File: config.mk
export PLATFORM = sky130hd
export DESIGN_NAME = psm_update
export DESIGN_NICKNAME = d
export VERILOG_FILES = /design/src/hw/rtl/psm_pkg.sv /design/src/hw/rtl/psm_update.sv
export SDC_FILE = /design/constraint.sdc
export NUM_CORES = 1
export LEC_CHECK = 0
export BUFFER_PORTS_ARGS = -buffer_cell sky130_fd_sc_hd__buf_2
export CORE_AREA = 5 5 104 106
export DETAILED_ROUTE_END_ITERATION = 10
export DIE_AREA = 0 0 109 111
export PLACE_DENSITY_LB_ADDON = 0.05
export SYNTH_ARGS = -nofsm -noshare
export SYNTH_HDL_FRONTEND = slang
export SYNTH_SLANG_ARGS = --single-unit
File: constraint.sdc
create_clock -name vclk -period 4.4
set_input_delay 0.88 -clock vclk [all_inputs]
set_output_delay 0.88 -clock vclk [all_outputs]
set_load 0.1 [all_outputs]
File: src/hw/rtl/psm_pkg.sv
// psm_pkg: shared types, constants and helpers of the per-stream pattern matcher
// depends on nothing; imported by every module of the block
`timescale 1ns / 1ps
`default_nettype none

package psm_pkg;

  // default number of stream entries in the state memory
  localparam int unsigned STREAMS_DEF = 1024;

  // pattern length in bytes, matched out of the low bytes of the pattern register
  localparam int unsigned PATTERN_BYTES = 7;

  // field widths
  localparam int unsigned SID_W    = 10;
  localparam int unsigned OFFS_W   = 48;
  localparam int unsigned CHUNK_W  = 16;
  localparam int unsigned POS_W    = 3;
  localparam int unsigned PAT_W    = 56;
  localparam int unsigned CFG_IDX_W = 4;
  localparam int unsigned CFG_DAT_W = 56;

  // register reset values
  localparam logic [PAT_W-1:0]   PATTERN_RESET = 56'h41486177394450;
  localparam logic [CHUNK_W-1:0] LIMIT_RESET   = 16'd32768;

  // register indexes
  localparam logic [CFG_IDX_W-1:0] CFG_MATCH_PATTERN = 4'd0;
  localparam logic [CFG_IDX_W-1:0] CFG_INSPECT_LIMIT = 4'd1;

  // input beat
  typedef struct packed {
    logic [SID_W-1:0] stream_id;
    logic [7:0]       data_byte;
    logic             last_of_chunk;
    logic             new_stream;
  } psm_in_t;

  // result beat
  typedef struct packed {
    logic              match_found;
    logic [OFFS_W-1:0] match_offset;
    logic [POS_W-1:0]  position_after;
    logic              chunk_done;
  } psm_out_t;

  // one stream entry of the state memory
  typedef struct packed {
    logic [POS_W-1:0]   match_position;
    logic [OFFS_W-1:0]  stream_bytes;
    logic [CHUNK_W-1:0] chunk_bytes;
    logic               chunk_stopped;
  } psm_entry_t;

  // stream id modulo a constant entry count, by reciprocal multiplication
  function automatic logic [SID_W-1:0] sid_reduce(logic [SID_W-1:0] sid,
                                                  int unsigned m);
    logic [2*SID_W:0]   recip;
    logic [3*SID_W-1:0] prod;
    logic [SID_W-1:0]   q;
    logic [SID_W-1:0]   mm;
    logic [2*SID_W-1:0] qm;
    if (m >= (1 << SID_W)) begin
      return sid;
    end
    recip = (2*SID_W+1)'(((64'd1 << (2*SID_W)) + 64'(m) - 64'd1) / 64'(m));
    mm    = SID_W'(m);
    prod  = (3*SID_W)'(sid) * (3*SID_W)'(recip);
    q     = prod[3*SID_W-1:2*SID_W];
    qm    = (2*SID_W)'(q) * (2*SID_W)'(mm);
    return sid - qm[SID_W-1:0];
  endfunction

endpackage

`default_nettype wire

File: src/hw/rtl/psm_update.sv
// psm_update: next state of one stream entry and the result beat for one byte
// depends on psm_pkg for the beat and entry types
`timescale 1ns / 1ps
`default_nettype none

module psm_update
  import psm_pkg::*;
(
  input  wire psm_entry_t          entry_i,
  input  wire psm_in_t             beat_i,
  input  wire logic [PAT_W-1:0]    pattern_i,
  input  wire logic [CHUNK_W-1:0]  limit_i,
  output psm_entry_t               entry_o,
  output psm_out_t                 result_o
);

  logic [POS_W-1:0]  pos;
  logic [POS_W:0]    pos_inc;
  logic [7:0]        pat_cur;
  logic [7:0]        pat_first;
  logic              active;
  logic              found;
  logic [POS_W-1:0]  pos_next;
  logic              stopped_next;
  logic [OFFS_W-1:0] at;

  // stale positions at or past the pattern length count as zero
  assign pos = ({1'b0, entry_i.match_position} >= (POS_W + 1)'(PATTERN_BYTES)) ?
               '0 : entry_i.match_position;

  assign pat_cur   = pattern_i[{pos, 3'b000} +: 8];
  assign pat_first = pattern_i[7:0];
  assign pos_inc   = {1'b0, pos} + (POS_W + 1)'(1);
  assign active    = !entry_i.chunk_stopped && (entry_i.chunk_bytes < limit_i);
  assign at        = entry_i.stream_bytes - OFFS_W'(PATTERN_BYTES - 1);

  // pattern stepping
  always_comb begin
    found        = 1'b0;
    pos_next     = pos;
    stopped_next = entry_i.chunk_stopped;
    if (active) begin
      if (beat_i.data_byte == pat_cur) begin
        if (pos_inc >= (POS_W + 1)'(PATTERN_BYTES)) begin
          found        = 1'b1;
          pos_next     = '0;
          stopped_next = 1'b1;
        end else begin
          pos_next = pos_inc[POS_W-1:0];
        end
      end else begin
        // mismatch may still start a new match
        pos_next = (beat_i.data_byte == pat_first) ? POS_W'(1) : '0;
      end
    end
  end

  // counters and end of chunk
  always_comb begin
    entry_o.match_position = pos_next;
    entry_o.stream_bytes   = entry_i.stream_bytes + OFFS_W'(1);
    entry_o.chunk_bytes    = (&entry_i.chunk_bytes) ? entry_i.chunk_bytes :
                             entry_i.chunk_bytes + CHUNK_W'(1);
    entry_o.chunk_stopped  = stopped_next;
    if (beat_i.last_of_chunk) begin
      entry_o.chunk_bytes   = '0;
      entry_o.chunk_stopped = 1'b0;
    end
  end

  // result beat
  always_comb begin
    result_o.match_found    = found;
    result_o.match_offset   = found ? at : '0;
    result_o.position_after = pos_next;
    result_o.chunk_done     = beat_i.last_of_chunk;
  end

endmodule

`default_nettype wire

**Yosys cells after proc, flatten, opt, wreduce, memory -nomap -nowiden**

Index checks and enable logic that the tools add are counted.

- Flip-flop bits (word level): 0
- Input port bits: 160
- Output and inout bits: 121
- Word-level logic and storage cells: 27

- Add/subtract/negate cells: 4
- $lt $le $gt $ge: 3
- Eq/ne operators: 2
- Shifts and indexed selects: 1
- Muxes and demuxes: 14
- Reduce and logical (&&, ||, !) cells: 3

Operator list:

| operator | count |
|---|---|
| 56-bit by 7-bit indexed part select with 8-bit output | 1 |
| 48-bit by 1-bit adder with 48-bit output (second input constant) | 1 |
| 48-bit 2-to-1 mux | 1 |
| 48-bit by 3-bit subtractor with 48-bit output (second input constant) | 1 |
| 17-bit 2-to-1 mux | 1 |
| 16-bit by 1-bit adder with 16-bit output (second input constant) | 1 |
| 8-bit == test | 2 |
| 16-bit less-than comparator | 1 |
| 16-bit 2-to-1 mux | 1 |
| 16-bit AND reduction | 1 |
| 3-bit 2-to-1 mux | 4 |
| 1-bit 2-to-1 mux | 7 |
| 3-bit by 1-bit adder with 4-bit output (second input constant) | 1 |
| 4-bit by 3-bit >= comparator with 1-bit output (second input constant) | 1 |
| 3-bit >= comparator (second input constant) | 1 |
| 1-bit logical AND | 1 |
| 1-bit logical NOT | 1 |

**Longest topological paths before layout**

Gate-level depths: netlist (run 1).

- Depth after elaboration: 8
- Gate-level depth with buffers: 11
- Mapped depth without buffers: 10

**Worst setup path after synthesis (run 1)**

Ideal clock, no wire load.

- Kind: in2out
- Start: in entry_i[66] (netlist bit)
- End: out result_o[3] (netlist bit)
- Arrival time: 5.380 ns
- Required time: 3.520 ns
- Setup slack: -1.860 ns
- Cell stages on the path: 10
- Path buffers: 2
- Path through: buf_1 -> mux2_2 -> o22ai_1 -> a221oi_1 -> xnor2_1 -> nand2_1 -> nor4_4 -> nor2_1 -> o31ai_1 -> buf_4

RTL lines:

| item | RTL line | source |
|---|---|---|
| from (decl) | psm_update.sv:9 | `input wire psm_entry_t entry_i,` |
| to (decl) | psm_update.sv:14 | `output psm_out_t result_o` |

==> results of run 1 <==
## cell type report
class	instances	area, µm²	share of cell area [%]
antenna	3	7.51	0.107
inverter	29	113	1.60
tap	133	166	2.36
multi-input combinational	482	4070	57.8
timing repair buffer	297	2690	38.2
## final timing paths
path         from  depth (start not counted)            to
max   entry_i[22]                         10  result_o[42]
min   entry_i[64]                          3   entry_o[64]
## power groups by stage
stage	registers, mW	logic [mW]	clock network (mW)
2_1_floorplan	0	0.524	0
3_3_place_gp	0	0.740	0
3_5_place_dp	0	0.752	0
4_1_cts	0	0.754	0
5_1_grt	0	0.798	0.0000000913
6_report	0	0.758	0.0000000913
## timing repair
action / in CTS / in global routing
hold endpoints to repair: 0 / 0
gates resized for setup: 0 / 11
hold buffers: 0 / 0
setup endpoints to repair: 0 / 53
setup buffers: 0 / 2
## placed cells by master, fill, tap and decap left out, types with 3 or more instances in the layout
| master | count |
|---|---|
| nor4_4 | 3 |
| nor2b_1 | 3 |
| a21o_1 | 6 |
| a22oi_1 | 5 |
| nand4_1 | 19 |
| diode_2 | 3 |
| xnor2_2 | 23 |
| buf_4 | 24 |
| nor3_1 | 14 |
| or4_4 | 4 |
| a31oi_1 | 6 |
| xnor2_4 | 5 |
| ha_1 | 18 |
| nor2_4 | 43 |
| xor2_1 | 21 |
| o22ai_1 | 12 |
| nand2_1 | 37 |
| mux2i_1 | 7 |
| o221ai_1 | 6 |
| buf_12 | 75 |
| o21ai_0 | 8 |
| nor2_1 | 47 |
| and3_1 | 14 |
| xnor2_1 | 61 |
| or4_1 | 6 |
| buf_2 | 195 |
| and4_1 | 5 |
| nor4_1 | 3 |
| a21oi_1 | 11 |
| mux2_2 | 11 |
| nand3_1 | 26 |
| nor3_2 | 3 |
| or3_1 | 4 |
| and2_1 | 6 |
| inv_1 | 27 |
| a21oi_4 | 6 |
## per-stage QoR
step / area, µm² / utilization [%] / hold WS, ns / worst slack [ns] / std cells
after global routing: 7040 / 72.7 / 2.16 / -0.0308 / 944
after detailed placement: 6980 / 72.1 / 2.14 / 0.0859 / 939
after floorplan: 4400 / - / 1.86 / -0.324 / 550
after CTS: 6980 / 72.1 / 2.14 / 0.0821 / 939
final: 7040 / 72.7 / 2.14 / 0.129 / 944
after global placement: 6980 / 72.1 / 2.14 / 0.144 / 939
## per-layer routing
metal	up-vias	wire length [µm]
met5	-	14
met4	2	427
met3	32	1310
met2	211	8190
met1	2273	5580
li1	2450	-
## cells by family after synthesis
family / synth area share, %
buffers and inverters: 9.69
adders and majority gates: 6.14
AOI/OAI and AO/OA: 14.5
xor gates and xnor gates: 26.7
and+or+nand+nor: 37.6
muxes: 5.29
==> run_results.csv, run 1 <==
group,metric,value,unit
worst_hold_path,hp-class,"in -> out",
sta,maxSlewViolCount,0,
logic_synthesis,syn_area,0.00367,mm²
pwr,power_frac_clock,0,%
pwr,p_per_area,108,mW/mm²
die,fp.dieH,111,µm
pwr,p_total,0.758,mW
routing,postRouteAntennaNets,0,
sta,final.setup.tns,0,ns
layout,fin_nets,988,
place,gp_congestion,0.898,
sta,slew_headroom,62.6,%
global_routing,grt_pass1_vias,5017,
critical_path,cp.required,3.52,ns
critical_path,worst-path-buf-inv,2,
pwr,intPower,0.239,mW
global_routing,gr-usage-met1,27.3,%
die,io_pins,281,
routing,wire_per_inst,16.4,µm
global_routing,grt_max_degree,27,
critical_path,cpMostUsedCell,"or4_4",
logic_synthesis,ys_top_cells_by_area,"xnor2_1 21%, nor2_1 9.1%, ha_1 6.1%",
logic_synthesis,netlist.area_leader.share,21.3,%
die,die_area,0.0121,mm²
critical_path,crit_family,"simple AND/OR/NAND/NOR gates",
layout,syn_to_final_growth,92.0,%
logic_synthesis,ys_seq_area_share,0,%
critical_path,startpoint_type,"input port",
global_routing,grt_overflow_total,0,
layout,fillerInstances,796,
global_routing,busiest_layer,"met2",
global_routing,grt_usage,24.1,%
layout,layout-drive-gt1-share,51.7,%
logic_synthesis,synthTopCellsByCount,"89 x nor2_1, 89 x xnor2_1, 38 x nand2_1, 29 x nand3_1, 28 x inv_1",
logic_synthesis,yosys.area.top_type,"xnor2_1",
routing,drt_wl_total,15500,µm
routing,via_per_inst,5.26,
critical_path,cp-end-kind,"output port",
die,fp-row-count,36,
logic_synthesis,yosys_warnings,0,
sta,hold_viol_final,0,
die,core,0.00968,mm²
pwr,switchingPower,0.519,mW
global_routing,grt_pass1_wl,24500,µm
pwr,p_sw_share,68.5,%
routing,drtIter0Drc,158,
layout,regArea,0,µm²
die,die_x,109,µm
routing,drtPass1Iterations,4,
critical_path,cp.arrival,3.39,ns
global_routing,use_met2,44.6,%
global_routing,use_met3,4.78,%
layout,seq_cells,0,
global_routing,antenna_found_initial,4,
logic_synthesis,postSynthCellCount,550,
pwr,pwr-share-seq,0,%
sta,period_share,97.1,%
pwr,ir_drop,0.0998,mV
sta,finalSetupViolations,0,
routing,vias,4968,
pwr,comb_power_share,100.0,%
sta,tightest_slew,0.559,ns
logic_synthesis,syn_nets,728,
run_status,status,"finished, final reports clean",
sta,fin_crit,4.27,ns
critical_path,crit_chain,"buf_2, or4_4, a211oi_4, nand4_4, or4_4, nand2b_4, nor3_4, xnor2_1, nor2_4, buf_12",
pwr,leakage,3.02,nW
logic_synthesis,avgSynthCellArea,6.67,µm²
job,drv_cap,0,
logic_synthesis,synth.distinct_cells,60,
place,port_buffers,270,
critical_path,crit_path_max_fanout,7,
critical_path,max_stage_delay,0.59,ns
sta,timing.fmax,234,MHz
die,start_util,37.9,%
routing,drc,0,
place,hpwl,13600,µm
layout,clkbuf_count,0,
critical_path,cp_slowest_cell,"or4_4",
critical_path,crit_type,"in -> out",
Note: power is estimated with default switching activity, not from simulation.
==> run 2, diff against run 1 <==
--- a/config.mk
+++ b/config.mk
@@ -10,6 +10,7 @@
 export DETAILED_ROUTE_END_ITERATION = 10
 export DIE_AREA = 0 0 109 111
 export PLACE_DENSITY_LB_ADDON = 0.05
+export RECOVER_POWER = 50
 export SYNTH_ARGS = -nofsm -noshare
 export SYNTH_HDL_FRONTEND = slang
 export SYNTH_SLANG_ARGS = --single-unit
==> run 2 against run 1 <==
Net effect:
- non-clock buffer count did not move
- count of clock-buffer cells in the layout did not move
- die area did not move
- critical path type unchanged
- largest power group unchanged
- cell count did not move
- routed wire length rose by 0.12%
- maximum frequency barely moved
==> run_results.csv, run 2 (same netlist as run 1, synthesis figures left out) <==
group,metric,value,unit
critical_path,cpMostUsedCell,"or4_4",
layout,layout_commonest_cell,"buf_2",
sta,fin_ws,0.129,ns
die,fp-row-count,36,
layout,fillerInstances,824,
routing,drc,0,
place,port_buffers,270,
layout,syn_to_final_growth,90.2,%
critical_path,cp-end-kind,"output port",
sta,timing.fmax,234,MHz
sta,hold_viol_final,0,
sta,finalSetupViolations,0,
critical_path,startpoint_type,"input port",
die,fp.dieH,111,µm
global_routing,grt_usage,24.1,%
pwr,leakage,2.92,nW
routing,drt_wl_total,15500,µm
place,pre_cts_slack,0.0859,ns
layout,regArea,0,µm²
sta,maxSlewViolCount,0,
layout,seq_cells,0,
layout,stdcell_area,0.00697,mm²
die,io_pins,281,
layout,clkbuf_count,0,
pwr,p_total,0.751,mW
global_routing,antenna_found_initial,4,
die,die_x,109,µm
pwr,ir_drop,0.0996,mV
critical_path,max_stage_delay,0.59,ns
global_routing,grt_overflow_total,0,
worst_hold_path,min_from,"entry_i[64]",
critical_path,crit_path_max_fanout,7,
global_routing,grt_pass1_vias,5017,
job,drv_cap,0,
layout,fin_util,72.0,%
routing,wire_per_inst,16.5,µm
layout,fin_nets,988,
place,gp_congestion,0.898,
layout,layout-drive-gt1-share,48.5,%
routing,drtPass1Iterations,4,
critical_path,cp_slowest_cell,"or4_4",
die,start_util,37.9,%
worst_hold_path,hp-class,"in -> out",
critical_path,cp-startpoint,"entry_i[22]",
die,core,0.00968,mm²
sta,period_share,97.1,%
run_status,status,"finished, final reports clean",
layout,final_cell_mix,"145 x buf_2, 74 x buf_12, 65 x xnor2_1",
routing,via_per_inst,5.26,
place,placed_area,0.00698,mm²
sta,slew_headroom,19.0,%
routing,postRouteAntennaNets,0,
sta,tightest_slew,1.22,ns
routing,drtIter0Drc,223,
critical_path,cp.required,3.52,ns
pwr,p_per_area,108,mW/mm²
place,hpwl,13600,µm
global_routing,grt_max_degree,27,
global_routing,grt_pass1_wl,24500,µm
critical_path,cp.arrival,3.39,ns
critical_path,crit_type,"in -> out",
sta,fin_crit,4.27,ns
die,die_area,0.0121,mm²
routing,vias,4967,
sta,final.setup.tns,0,ns
critical_path,crit_chain,"buf_2, or4_4, a211oi_4, nand4_4, or4_4, nand2b_4, nor3_4, xnor2_1, nor2_4, buf_12",
==> run 2: cell count changes in the layout (fill, tap and decap cells not counted), moves of 2 or more <==
cell	before	now
and2_0	0	2
and2_1	6	4
buf_2	195	145
clkbuf_1	0	22
clkbuf_2	0	28
xnor2_1	61	65
xnor2_2	23	19
==> run 2: final timing paths <==
check,end,slack (ns),cells past startpoint
setup / recovery,result_o[42],0.13,10
hold / removal,entry_o[64],2.14,3
==> run 2: what timing repair did <==
action                                  in CTS  in global routing
hold endpoints to repair                     0                  0
setup buffers                                0                  2
endpoints found under the setup margin       0                 53
gates resized for setup                      0                 11
hold buffers                                 0                  0
==> run 2: power by group <==
group          internal [mW]  switching, mW
Combinational          0.232          0.519
Clock           0.0000000913              0
Sequential                 0              0
==> run 2: cell type report <==
| type | instances | area [µm²] | area share [%] |
|---|---|---|---|
| Antenna cell | 3 | 7.51 | 0.108 |
| Tap cell | 133 | 166 | 2.39 |
| Timing Repair Buffer | 297 | 2650 | 38.0 |
| Inverter | 29 | 113 | 1.61 |
| Multi-Input combinational cell | 482 | 4040 | 57.9 |
==> run 2: through the flow <==
stage	hold slack, ns	cells
floorplan	1.86	550
global placement	2.14	939
detailed placement	2.14	939
CTS	2.14	939
global route	2.16	944
finish	2.14	944
==> run 2: worst max-delay path: cells and delay by family <==
family          cells  cell delay, ns
compound gates      1            0.33
xor+xnor            1            0.19
buf+inv             2            0.30
simple gates        6            1.68
==> run 2: routing by layer <==
layer	share of wire (%)	global-route usage (%)	vias up
met5	0.090	0	-
met4	2.6	6.40	2
met3	8.6	4.78	32
met2	53	44.6	204
met1	36	27.3	2274
li1	-	-	2455
==> run 3, diff against run 2 <==
--- a/config.mk
+++ b/config.mk
@@ -11,6 +11,7 @@
 export DIE_AREA = 0 0 109 111
 export PLACE_DENSITY_LB_ADDON = 0.05
 export RECOVER_POWER = 50
+export REMOVE_ABC_BUFFERS = 1
 export SYNTH_ARGS = -nofsm -noshare
 export SYNTH_HDL_FRONTEND = slang
 export SYNTH_SLANG_ARGS = --single-unit
==> run 3 against run 2 <==
Net effect:
- routed wire length decreased by 5.7%
- sequential cell count did not move
- critical path depth did not move
- utilization is 8.0 points lower
- die area unchanged
- maximum frequency fell by 0.23%
- total power decreased by 6.8%
- final area fell by 11%
- sequential share of layout area stayed put
- critical endpoint unchanged
- largest cell class unchanged
- highest routed layer is now met4
==> run_results.csv, run 3 (same netlist as run 1, synthesis figures left out) <==
group,metric,value,unit
sta,timing.fmax,234,MHz
critical_path,cp-end-kind,"output port",
die,core,0.00968,mm²
worst_hold_path,hp-class,"in -> out",
global_routing,antenna_found_initial,0,
critical_path,crit_path_end,"result_o[42]",
pwr,switchingPower,0.492,mW
critical_path,cp.arrival,3.40,ns
global_routing,grt_max_degree,26,
sta,fin_crit,4.28,ns
routing,wire_per_inst,15.5,µm
die,die_area,0.0121,mm²
routing,vias,4889,
layout,syn_to_final_growth,69.0,%
place,pre_cts_slack,-0.00501,ns
critical_path,startpoint_type,"input port",
routing,drtIter0Drc,264,
pwr,ir_drop,0.144,mV
critical_path,max_stage_delay,0.59,ns
die,fp.dieH,111,µm
die,io_pins,281,
pwr,pwr-share-seq,0,%
layout,stdcell_area,0.00620,mm²
routing,via_per_inst,5.18,
sta,hold_viol_final,0,
critical_path,cpMostUsedCell,"or4_4",
job,drv_cap,0,
pwr,intPower,0.209,mW
layout,clkbuf_count,0,
sta,period_share,97.3,%
sta,finalSetupViolations,0,
routing,postRouteAntennaNets,0,
sta,tightest_slew,1.19,ns
layout,regArea,0,µm²
die,start_util,37.9,%
sta,fin_ws,0.119,ns
critical_path,crit_type,"in -> out",
layout,layout_commonest_cell,"buf_2",
pwr,leakage,2.71,nW
critical_path,cp-startpoint,"entry_i[22]",
critical_path,cp.required,3.52,ns
pwr,p_per_area,113,mW/mm²
global_routing,grt_pass1_vias,4829,
layout,multi_input_area,0.00338,mm²
layout,fin_nets,990,
routing,drt_wl_total,14700,µm
global_routing,grt_usage,22.6,%
sta,maxSlewViolCount,0,
critical_path,crit_path_max_fanout,7,
critical_path,cp_slowest_cell,"or4_4",
run_status,status,"finished, final reports clean",
place,hpwl,12700,µm
global_routing,grt_overflow_total,0,
worst_hold_path,whs_path_depth,4,
layout,num_antenna_cells,0,
place,port_buffers,270,
pwr,comb_power_share,100.0,%
layout,fillerInstances,911,
routing,drtPass1Iterations,4,
global_routing,grt_pass1_wl,23300,µm
routing,drc,0,
pwr,p_sw_share,70.2,%
place,placed_area,0.00629,mm²
worst_hold_path,min_from,"entry_i[0]",
sta,slew_headroom,20.8,%
place,gp_congestion,0.835,
die,fp-row-count,36,
layout,seq_cells,0,
layout,final_cell_mix,"148 x buf_2, 89 x xnor2_1, 81 x nor2_1",
pwr,p_total,0.701,mW
layout,layout-drive-gt1-share,41.2,%
die,die_x,109,µm
pwr,power_frac_clock,0,%
layout,fin_util,64.0,%
critical_path,crit_chain,"buf_2, or4_4, a211oi_4, nand4_4, or4_4, nand2b_4, nor3_4, xnor2_1, nor2_2, buf_12",
[run 3: changes by cell type in the layout (fill, tap and decap cells not counted), sizes merged]
cell and change:
buf -5, clkbuf +7, clkinvlp -1, diode -3
inv +1
[run 3: how the worst min path moves through the flow]
stage,slack (ns),to
2_1_floorplan,1.76,result_o[0]
3_3_place_gp,2.15,entry_o[64]
3_5_place_dp,2.15,entry_o[64]
4_1_cts,2.15,entry_o[64]
5_1_grt,2.20,entry_o[0]
6_report,2.17,entry_o[0]
[run 3: per-layer routing]
layer	global-route usage, %	routed length, µm	up-vias
li1	-	-	2453
met1	27.2	5890	2214
met2	41.0	7220	206
met3	5.24	1340	16
met4	2.78	200	0
met5	0	0	-
[run 3: through the flow]
step	cells	hold WS, ns	setup TNS, ns
5_1_grt	943	2.20	-0.00222
6_report	943	2.17	0
3_3_place_gp	942	2.15	0
4_1_cts	942	2.15	0
3_5_place_dp	942	2.15	-0.00905
2_1_floorplan	511	1.76	-75.61
[run 3: critical path, delay by kind of cell]
kind / cells / cell delay (ns)
AND/OR/NAND/NOR: 6 / 1.76
AO/OA/AOI/OAI: 1 / 0.33
buffers and inverters: 2 / 0.32
XOR/XNOR: 1 / 0.09
[run 3: timing repair]
action / CTS / global route
hold endpoints to repair: 0 / 0
pin swaps: 0 / 1
gates resized for setup: 1 / 20
setup endpoints to repair: 2 / 53
hold buffers: 0 / 0
buffers inserted: 0 / 1
[run 3: layout make-up]
type,instances,area share (%)
inverter,29,1.76
multi-input combinational,482,54.5
tap,133,2.69
timing repair buffer,299,41.1
[run 3: power groups by stage]
stage                     combinational [mW]  clock [mW]  sequential (mW)
after global routing                   0.742           0                0
after CTS                              0.718           0                0
after global placement                 0.705           0                0
final                                  0.701           0                0
after detailed placement               0.715           0                0
after floorplan                        0.451           0                0
